==> src/usu_pkg.sv <==
// Shared types for the UTF-8 substring selector.
// Holds the byte-group entry passed from the front end through the queue
// to the emitter. No dependencies.
package usu_pkg;

  localparam int QUEUE_DEPTH = 4;
  localparam int GROUP_BYTES = 4;

  typedef struct packed {
    logic [GROUP_BYTES-1:0][7:0] bytes;
    logic [2:0]                  count;
    logic [GROUP_BYTES-1:0]      cp_start;
    logic [GROUP_BYTES-1:0]      wide;
    logic                        fin;
  } usu_entry_t;

endpackage

==> src/usu_front.sv <==
// Front end: accepts text bytes, holds an unfinished sequence and splits
// the resolved bytes into code points. Depends on usu_pkg.
module usu_front (
  input  logic              clk,
  input  logic              rst,
  input  logic              in_valid,
  output logic              in_ready,
  input  logic [7:0]        in_byte,
  input  logic              final_byte,
  input  logic              q_full,
  output logic              q_push,
  output usu_pkg::usu_entry_t q_entry
);

  localparam logic [7:0] ASCII_LIMIT = 8'h80;
  localparam logic [7:0] MASK_2      = 8'hE0;
  localparam logic [7:0] LEAD_2      = 8'hC0;
  localparam logic [7:0] MASK_3      = 8'hF0;
  localparam logic [7:0] LEAD_3      = 8'hE0;
  localparam logic [7:0] MASK_4      = 8'hF8;
  localparam logic [7:0] LEAD_4      = 8'hF0;
  localparam logic [7:0] CONT_MASK   = 8'hC0;
  localparam logic [7:0] CONT_PAT    = 8'h80;

  logic [2:0][7:0] pend;
  logic [1:0]      pend_cnt;
  logic [2:0][7:0] pend_next;
  logic [1:0]      pend_cnt_next;

  logic [3:0][7:0] buf_b;
  logic [2:0]      n;
  logic [2:0]      pos;
  logic [3:0]      cps;
  logic [3:0]      wide;
  logic            accept;

  function automatic logic [1:0] cont_needed(input logic [7:0] b);
    logic [1:0] r;
    r = 2'd0;
    if (b < ASCII_LIMIT) r = 2'd0;
    else if ((b & MASK_2) == LEAD_2) r = 2'd1;
    else if ((b & MASK_3) == LEAD_3) r = 2'd2;
    else if ((b & MASK_4) == LEAD_4) r = 2'd3;
    return r;
  endfunction

  assign in_ready = !q_full;
  assign accept   = in_valid && in_ready;

  always_comb begin
    logic       stop;
    logic [1:0] need;
    logic [2:0] avail;
    logic       ok;
    logic [2:0] idx;
    for (int i = 0; i < 4; i++) begin
      buf_b[i] = in_byte;
    end
    for (int i = 0; i < 3; i++) begin
      if (2'(i) < pend_cnt) buf_b[i] = pend[i];
    end
    n     = {1'b0, pend_cnt} + 3'd1;
    pos   = 3'd0;
    stop  = 1'b0;
    cps   = '0;
    wide  = '0;
    need  = 2'd0;
    avail = 3'd0;
    ok    = 1'b1;
    idx   = 3'd0;
    for (int k = 0; k < 4; k++) begin
      if (!stop && pos < n) begin
        need  = cont_needed(buf_b[pos[1:0]]);
        avail = n - pos - 3'd1;
        ok    = 1'b1;
        for (int j = 1; j < 4; j++) begin
          idx = pos + 3'(j);
          if (2'(j) <= need && 3'(j) <= avail &&
              (buf_b[idx[1:0]] & CONT_MASK) != CONT_PAT) ok = 1'b0;
        end
        if (need != 2'd0 && ok && avail >= {1'b0, need}) begin
          cps[pos[1:0]]  = 1'b1;
          wide[pos[1:0]] = (need == 2'd3);
          pos = pos + {1'b0, need} + 3'd1;
        end else if (need != 2'd0 && ok && !final_byte) begin
          stop = 1'b1;
        end else begin
          cps[pos[1:0]] = 1'b1;
          pos = pos + 3'd1;
        end
      end
    end
    for (int i = 0; i < 3; i++) begin
      idx = pos + 3'(i);
      pend_next[i] = buf_b[idx[1:0]];
    end
    idx = n - pos;
    pend_cnt_next = final_byte ? 2'd0 : idx[1:0];
  end

  assign q_push           = accept && (pos != 3'd0);
  assign q_entry.bytes    = buf_b;
  assign q_entry.count    = pos;
  assign q_entry.cp_start = cps;
  assign q_entry.wide     = wide;
  assign q_entry.fin      = final_byte;

  always_ff @(posedge clk) begin
    if (rst) begin
      pend_cnt <= 2'd0;
    end else if (accept) begin
      pend_cnt <= pend_cnt_next;
      pend     <= pend_next;
    end
  end

endmodule

==> src/usu_queue.sv <==
// Short queue of code-point groups between front end and emitter.
// Depends on usu_pkg.
module usu_queue (
  input  logic                clk,
  input  logic                rst,
  input  logic                push,
  input  usu_pkg::usu_entry_t wr_entry,
  output logic                full,
  input  logic                pop,
  output logic                rd_valid,
  output usu_pkg::usu_entry_t rd_entry
);

  localparam int PW = $clog2(usu_pkg::QUEUE_DEPTH);
  localparam int CNTW = $clog2(usu_pkg::QUEUE_DEPTH + 1);

  usu_pkg::usu_entry_t slots [usu_pkg::QUEUE_DEPTH];
  logic [PW-1:0]   head;
  logic [PW-1:0]   tail;
  logic [CNTW-1:0] fill;

  assign full     = (fill == CNTW'(usu_pkg::QUEUE_DEPTH));
  assign rd_valid = (fill != '0);
  assign rd_entry = slots[head];

  always_ff @(posedge clk) begin
    if (rst) begin
      head <= '0;
      tail <= '0;
      fill <= '0;
    end else begin
      if (push) begin
        slots[tail] <= wr_entry;
        tail <= (tail == PW'(usu_pkg::QUEUE_DEPTH - 1)) ? '0 : tail + 1'b1;
      end
      if (pop) begin
        head <= (head == PW'(usu_pkg::QUEUE_DEPTH - 1)) ? '0 : head + 1'b1;
      end
      if (push && !pop) fill <= fill + 1'b1;
      else if (pop && !push) fill <= fill - 1'b1;
    end
  end

endmodule

==> src/usu_back.sv <==
// Emitter: walks each queued group one byte a cycle unless the result stalls,
// keeps the UTF-16 unit count, drives the registered result. Depends on usu_pkg.
module usu_back #(
  parameter int UNIT_COUNT_WIDTH = 32
) (
  input  logic                clk,
  input  logic                rst,
  input  logic [31:0]         start_pos,
  input  logic [31:0]         end_pos,
  input  logic                q_valid,
  input  usu_pkg::usu_entry_t q_entry,
  output logic                q_pop,
  output logic                out_valid,
  input  logic                out_ready,
  output logic [7:0]          out_byte,
  output logic                byte_valid,
  output logic                text_end,
  output logic                run_last
);

  localparam int UW = UNIT_COUNT_WIDTH;
  localparam int CW = (UW > 32) ? UW : 32;

  logic [UW-1:0] units;
  logic [1:0]    idx;
  logic          cur_in;
  logic          cur_next_in;
  logic          emitted;

  logic          step;
  logic          last_item;
  logic          cp_end;
  logic          is_start;
  logic [UW:0]   sum;
  logic [UW-1:0] units_inc;
  logic          in_now;
  logic          next_in;
  logic          emit;
  logic          last_now;
  logic          marker;
  logic [2:0]    last_idx;
  logic [1:0]    idx_up;

  assign step      = q_valid && (!out_valid || out_ready);
  assign last_idx  = q_entry.count - 3'd1;
  assign last_item = ({1'b0, idx} == last_idx);
  assign idx_up    = idx + 2'd1;
  assign cp_end    = last_item || q_entry.cp_start[idx_up];
  assign is_start  = q_entry.cp_start[idx];
  assign sum       = {1'b0, units} + (q_entry.wide[idx] ? (UW+1)'(2) : (UW+1)'(1));
  assign units_inc = sum[UW] ? '1 : sum[UW-1:0];

  assign in_now  = is_start ? (CW'(units) >= CW'(start_pos) && CW'(units) < CW'(end_pos))
                            : cur_in;
  assign next_in = is_start ? (CW'(units_inc) < CW'(end_pos)) : cur_next_in;
  assign emit     = in_now;
  assign last_now = emit && cp_end && (last_item || !next_in);
  assign marker   = last_item && q_entry.fin && !emitted && !emit;
  assign q_pop    = step && last_item;

  always_ff @(posedge clk) begin
    if (rst) begin
      out_valid   <= 1'b0;
      units       <= '0;
      idx         <= 2'd0;
      cur_in      <= 1'b0;
      cur_next_in <= 1'b0;
      emitted     <= 1'b0;
    end else begin
      if (step && (emit || marker)) out_valid <= 1'b1;
      else if (out_ready) out_valid <= 1'b0;
      if (step) begin
        if (emit || marker) begin
          out_byte   <= emit ? q_entry.bytes[idx] : 8'h00;
          byte_valid <= emit;
          run_last   <= last_now || marker;
          text_end   <= (last_now || marker) && q_entry.fin;
        end
        if (last_item && q_entry.fin) units <= '0;
        else if (is_start) units <= units_inc;
        if (is_start) begin
          cur_in      <= in_now;
          cur_next_in <= next_in;
        end
        if (last_item) begin
          idx     <= 2'd0;
          emitted <= 1'b0;
        end else begin
          idx     <= idx_up;
          emitted <= emitted || emit;
        end
      end
    end
  end

endmodule

==> src/utf8_substring_by_utf16_units_top.sv <==
// Top level of the UTF-8 substring selector: configuration registers,
// front end, group queue and emitter. Depends on usu_pkg, usu_front,
// usu_queue and usu_back.
//
//   beat     | handshake             | payload
//   ---------+-----------------------+------------------------------------
//   input    | in_valid / in_ready   | in_byte, final_byte
//   result   | out_valid / out_ready | out_byte, byte_valid, text_end, run_last
//   config   | cfg_we                | cfg_index, cfg_data
//
// One input beat a cycle while the queue has room; the emitter walks a group
// of resolved bytes one byte a cycle while the output is not stalled, so the
// output runs at most one byte a cycle, set by the emitter's unit compare-and-add.
// With an empty queue a result is registered in a queue slot, then in the
// emitter's result register, behind any bytes ahead of it in the group.
// Synchronous reset clears the unit count, pending bytes, queue and result.
// Output stalls hold the emitter; the queue then fills and drops in_ready.
module utf8_substring_by_utf16_units_top #(
  parameter int UNIT_COUNT_WIDTH = 32
) (
  input  logic        clk,
  input  logic        rst,
  input  logic        in_valid,
  output logic        in_ready,
  input  logic [7:0]  in_byte,
  input  logic        final_byte,
  output logic        out_valid,
  input  logic        out_ready,
  output logic [7:0]  out_byte,
  output logic        byte_valid,
  output logic        text_end,
  output logic        run_last,
  input  logic        cfg_we,
  input  logic [1:0]  cfg_index,
  input  logic [31:0] cfg_data
);

  localparam logic [1:0] CFG_START  = 2'd0;
  localparam logic [1:0] CFG_LENGTH = 2'd1;

  logic [31:0] start_pos;
  logic [31:0] length;
  logic [31:0] end_pos;
  logic [32:0] end_sum;

  logic                q_push;
  logic                q_full;
  logic                q_pop;
  logic                q_valid;
  usu_pkg::usu_entry_t wr_entry;
  usu_pkg::usu_entry_t rd_entry;

  always_comb begin
    end_sum = 33'd0;
    if (cfg_index == CFG_START) end_sum = {1'b0, cfg_data} + {1'b0, length};
    else if (cfg_index == CFG_LENGTH) end_sum = {1'b0, start_pos} + {1'b0, cfg_data};
  end

  always_ff @(posedge clk) begin
    if (rst) begin
      start_pos <= 32'd0;
      length    <= 32'd0;
      end_pos   <= 32'd0;
    end else if (cfg_we) begin
      case (cfg_index)
        CFG_START: begin
          start_pos <= cfg_data;
          end_pos   <= end_sum[32] ? '1 : end_sum[31:0];
        end
        CFG_LENGTH: begin
          length  <= cfg_data;
          end_pos <= end_sum[32] ? '1 : end_sum[31:0];
        end
        default: begin
        end
      endcase
    end
  end

  usu_front u_front (
    .clk        (clk),
    .rst        (rst),
    .in_valid   (in_valid),
    .in_ready   (in_ready),
    .in_byte    (in_byte),
    .final_byte (final_byte),
    .q_full     (q_full),
    .q_push     (q_push),
    .q_entry    (wr_entry)
  );

  usu_queue u_queue (
    .clk      (clk),
    .rst      (rst),
    .push     (q_push),
    .wr_entry (wr_entry),
    .full     (q_full),
    .pop      (q_pop),
    .rd_valid (q_valid),
    .rd_entry (rd_entry)
  );

  usu_back #(
    .UNIT_COUNT_WIDTH (UNIT_COUNT_WIDTH)
  ) u_back (
    .clk        (clk),
    .rst        (rst),
    .start_pos  (start_pos),
    .end_pos    (end_pos),
    .q_valid    (q_valid),
    .q_entry    (rd_entry),
    .q_pop      (q_pop),
    .out_valid  (out_valid),
    .out_ready  (out_ready),
    .out_byte   (out_byte),
    .byte_valid (byte_valid),
    .text_end   (text_end),
    .run_last   (run_last)
  );

  a_end_is_last: assert property (@(posedge clk) disable iff (rst)
    out_valid && text_end |-> run_last)
    else $error("text_end without run_last");

  a_marker_form: assert property (@(posedge clk) disable iff (rst)
    out_valid && !byte_valid |-> text_end && out_byte == 8'h00)
    else $error("bare marker malformed");

  a_no_overflow: assert property (@(posedge clk) disable iff (rst)
    !(q_push && q_full))
    else $error("group queue overflow");

  a_reset_clear: assert property (@(posedge clk)
    rst |=> !out_valid)
    else $error("result valid after reset");

endmodule

==> config.mk <==
export PLATFORM = sky130hd
export DESIGN_NAME = utf8_substring_by_utf16_units_top
export DESIGN_NICKNAME = d
export VERILOG_FILES = /design/src/usu_pkg.sv /design/src/usu_front.sv /design/src/usu_queue.sv /design/src/usu_back.sv /design/src/utf8_substring_by_utf16_units_top.sv
export SDC_FILE = /design/constraint.sdc
export NUM_CORES = 1
export LEC_CHECK = 0
export BUFFER_PORTS_ARGS = -buffer_cell sky130_fd_sc_hd__buf_2
export CORE_UTILIZATION = 40
export CTS_CLUSTER_DIAMETER = 60
export DETAILED_ROUTE_END_ITERATION = 16
export HOLD_SLACK_MARGIN = 0.15
export PLACE_DENSITY_LB_ADDON = 0.2
export SLEW_MARGIN = 40
export SYNTH_ARGS = -nofsm -noshare
export SYNTH_HDL_FRONTEND = slang
export SYNTH_SLANG_ARGS = --single-unit
==> constraint.sdc <==
create_clock -name clk -period 26.1 [get_ports clk]
set_input_delay 2.61 -clock clk [delete_from_list [all_inputs] [get_ports clk]]
set_output_delay 2.61 -clock clk [all_outputs]
set_load 0.01 [all_outputs]
==> flow_metrics.env <==
export IMPL_status="finished clean"
export IMPL_antenna_found_initial=1
export IMPL_synthCells=2258
export IMPL_dieArea_um2=58600
export IMPL_first_global_vias=17100
export IMPL_synth_nets=2526
export IMPL_synth_ff_type="edfxtp_1"
export IMPL_cts_resized=0
export IMPL_io_buffers=60
export IMPL_finalWorstSetupSlack_ns=8.75
export IMPL_min_delay_path_depth=2
export IMPL_reg2reg_slack_ns=9.31
export IMPL_drt_iter0_markers=1119
export IMPL_drt_wl_total_um=61300
export IMPL_period_needed_ns=17.35
export IMPL_nets=2566
export IMPL_synth_area_per_cell_um2=10.2
export IMPL_holdPathEnd="length[18]"
export IMPL_hold_buffers=0
export IMPL_overflow=0
export IMPL_ant_nets=0
export IMPL_diodes=0
export IMPL_synth_seq_cells=356
export IMPL_period_share=0.665
export IMPL_die_y_um=242
export IMPL_grt_max_degree=64
export IMPL_grt_use_total=0.210
export IMPL_cts_buffers_inserted=46
export IMPL_drive_above_1_share=0.134
export IMPL_gp_congestion=0.883
export IMPL_slowest_stage="or4b_1"
export IMPL_routedWlPerCell_um=19.8
export IMPL_timing_rr_start="u_front.pend_cnt[0]"
export IMPL_synth_edf_count=211
export IMPL_pre_cts_ws_ns=8.10
export IMPL_hold_start="length[18]"
export IMPL_fillerInstances=5348
export IMPL_synth_top_area_cell="edfxtp_1"
export IMPL_worstPathRequired_ns=26.61
export IMPL_crit_path_start_kind="input port"
export IMPL_cts_max_path_buffers=3
export IMPL_firstDrtPassIters=7
export IMPL_worstSetupPathType="in2reg"
export IMPL_setup_violations_final=0
export IMPL_timing_fmax_mhz=57.6
export IMPL_setup_tns_ns=0
export IMPL_worst_ep_arrival_time_ns=17.86
export IMPL_cap_violations=0
export IMPL_area_growth_pct=11.4
export IMPL_cts_sinks=356
export IMPL_cts_root_buf="clkbuf_16"
export IMPL_synth_warnings=0
export IMPL_vias_per_cell=5.57
export IMPL_route_detailed_drc=0
export IMPL_synth_area_um2=23000
export IMPL_maxSlewHeadroom=0.483
export IMPL_hold_path_class="reg2reg"
export IMPL_clk_pin_slew_ns=0.06
export IMPL_ios=61
export IMPL_hold_viol_final=0
export IMPL_max_stage_delay_ns=0.67
export IMPL_clock_latency_ns=0.60
export IMPL_skew_ns=0.0255
export IMPL_start_util=0.407
export IMPL_r2r_end="u_queue.fill[2]"
export IMPL_report_final_slew_viol_count=0
export IMPL_ctsHtreeMaxLevel=2
export IMPL_synthDistinctLibCells=110
export IMPL_rr_worst_depth=58
export IMPL_worstMarginPinSlew_ns=0.771
export IMPL_yosys_area_top_type_share=0.275
export IMPL_critPathMaxFanout=39
export IMPL_cts_tree="done"
export IMPL_yosysSeqAreaShare=0.401
export IMPL_dr_total_vias=17200
export IMPL_rows=87
export IMPL_grt_pass1_wl_um=97500
export IMPL_cts_setup_buffers=0
export IMPL_die_w_um=242
export IMPL_async_reset_ff_frac=0
export IMPL_post_dp_hpwl_um=42800
export IMPL_end_kind="flop"
export IMPL_grt_setup_unrepaired="no"
export IMPL_synthTopCellsByArea="edfxtp_1 (27%), dfxtp_1 (13%), ha_1 (11%), mux4_2 (6.2%), a21oi_1 (4.2%)"
export IMPL_core_area_um2=56600
## placed cells by master (no fill, tap or decap), drive strengths merged, types with 12 or more instances in the layout
cell	count
dfxtp	145
nand3	40
o31ai	13
o21ai	93
xor2	35
a31oi	12
o211ai	15
and3	20
nand2b	41
a21oi	194
edfxtp	211
and2	19
nand4	25
ha	210
buf	92
mux4	65
clkinv	18
or3	12
mux2i	76
mux2	27
nor2	115
a21o	37
a22oi	34
nor3	31
a211oi	49
xnor2	52
o21a	15
clkbuf	57
nand2	253
inv	148
o21bai	14
nor2b	43
## routing by layer
| layer | up-vias | global-route usage | part of all wire |
|---|---|---|---|
| li1 | 8401 | - | - |
| met1 | 8357 | 0.269 | 0.44 |
| met2 | 334 | 0.364 | 0.49 |
| met3 | 109 | 0.0279 | 0.041 |
| met4 | 2 | 0.0689 | 0.028 |
| met5 | - | 0 | 0.00021 |
## stage by stage
stage | cell area (um^2) | utilization | instances | hold WS, ns
after global routing | 25700 | 0.454 | 3090 | 0.482
final | 25700 | 0.454 | 3090 | 0.460
after floorplan | 23000 | - | 2258 | 0.440
after detailed placement | 24200 | 0.427 | 3006 | 0.454
after CTS | 25700 | 0.453 | 3090 | 0.461
after global placement | 24100 | 0.426 | 3005 | 0.447
## worst max path at each step
| stage | startpoint | end | slack (ns) | cells after the start |
|---|---|---|---|---|
| global placement | in_byte[6] | u_queue.fill[2] | 8.33 | 56 |
| detailed placement | in_byte[6] | u_queue.fill[2] | 8.10 | 56 |
| global route | in_byte[6] | u_queue.fill[2] | 7.46 | 56 |
| finish | in_byte[6] | u_queue.fill[2] | 8.75 | 56 |
| floorplan | in_byte[3] | u_queue.slots[0][0] | 10.64 | 52 |
| CTS | in_byte[6] | u_queue.fill[2] | 8.65 | 56 |
## critical path: cells and delay by family
kind	cells	cell delay [ns]
compound gates	17	5.65
simple gates	17	4.19
fa+ha+maj	8	2.45
buf+inv	10	1.88
mux	2	0.64
xor+xnor	2	0.35
## area by class of cell
| cell class | count | area, um^2 | share of cell area |
|---|---|---|---|
| clock inverters | 27 | 302 | 0.0117 |
| repair buffers | 92 | 554 | 0.0216 |
| flip-flops and latches | 356 | 9240 | 0.360 |
| inverters | 147 | 566 | 0.0220 |
| well taps | 756 | 946 | 0.0368 |
| clock buffers | 57 | 1210 | 0.0472 |
| multi-input cells | 1655 | 12800 | 0.501 |
## synthesized netlist by cell type, drive strengths merged (15+ instances only)
| master | n |
|---|---|
| nor3 | 31 |
| mux4 | 65 |
| nor2 | 115 |
| buf | 35 |
| a211oi | 49 |
| xnor2 | 52 |
| ha | 210 |
| nand3 | 40 |
| a22oi | 34 |
| and2 | 19 |
| and3 | 20 |
| dfxtp | 145 |
| a21o | 37 |
| a21oi | 194 |
| inv | 145 |
| o21ai | 93 |
| o21a | 15 |
| mux2 | 27 |
| mux2i | 76 |
| o211ai | 15 |
| nor2b | 43 |
| nand2b | 41 |
| nand2 | 253 |
| nand4 | 25 |
| edfxtp | 211 |
| xor2 | 35 |
| clkbuf | 65 |
## kinds of logic after synthesis
kind of cell / synth area share
AND/OR/NAND/NOR: 0.135
AO/OA/AOI/OAI: 0.152
flip-flops: 0.401
buffers and inverters: 0.0460
adder cells (fa/ha/maj): 0.123
multiplexers: 0.110
XOR/XNOR: 0.0331
## flip-flops by register name, summed over array words and instances, names as in the netlist, 3 cells and up, named ones only
register	flops
u_back.out_byte	8
start_pos	32
u_front.pend	24
end_pos	32
u_queue.slots	176
u_back.units	32
length	32
u_queue.fill	3
Power is left out: the tool's default activity adds up to more than one toggle a clock period on the data nets, which glitch-free logic cannot reach.
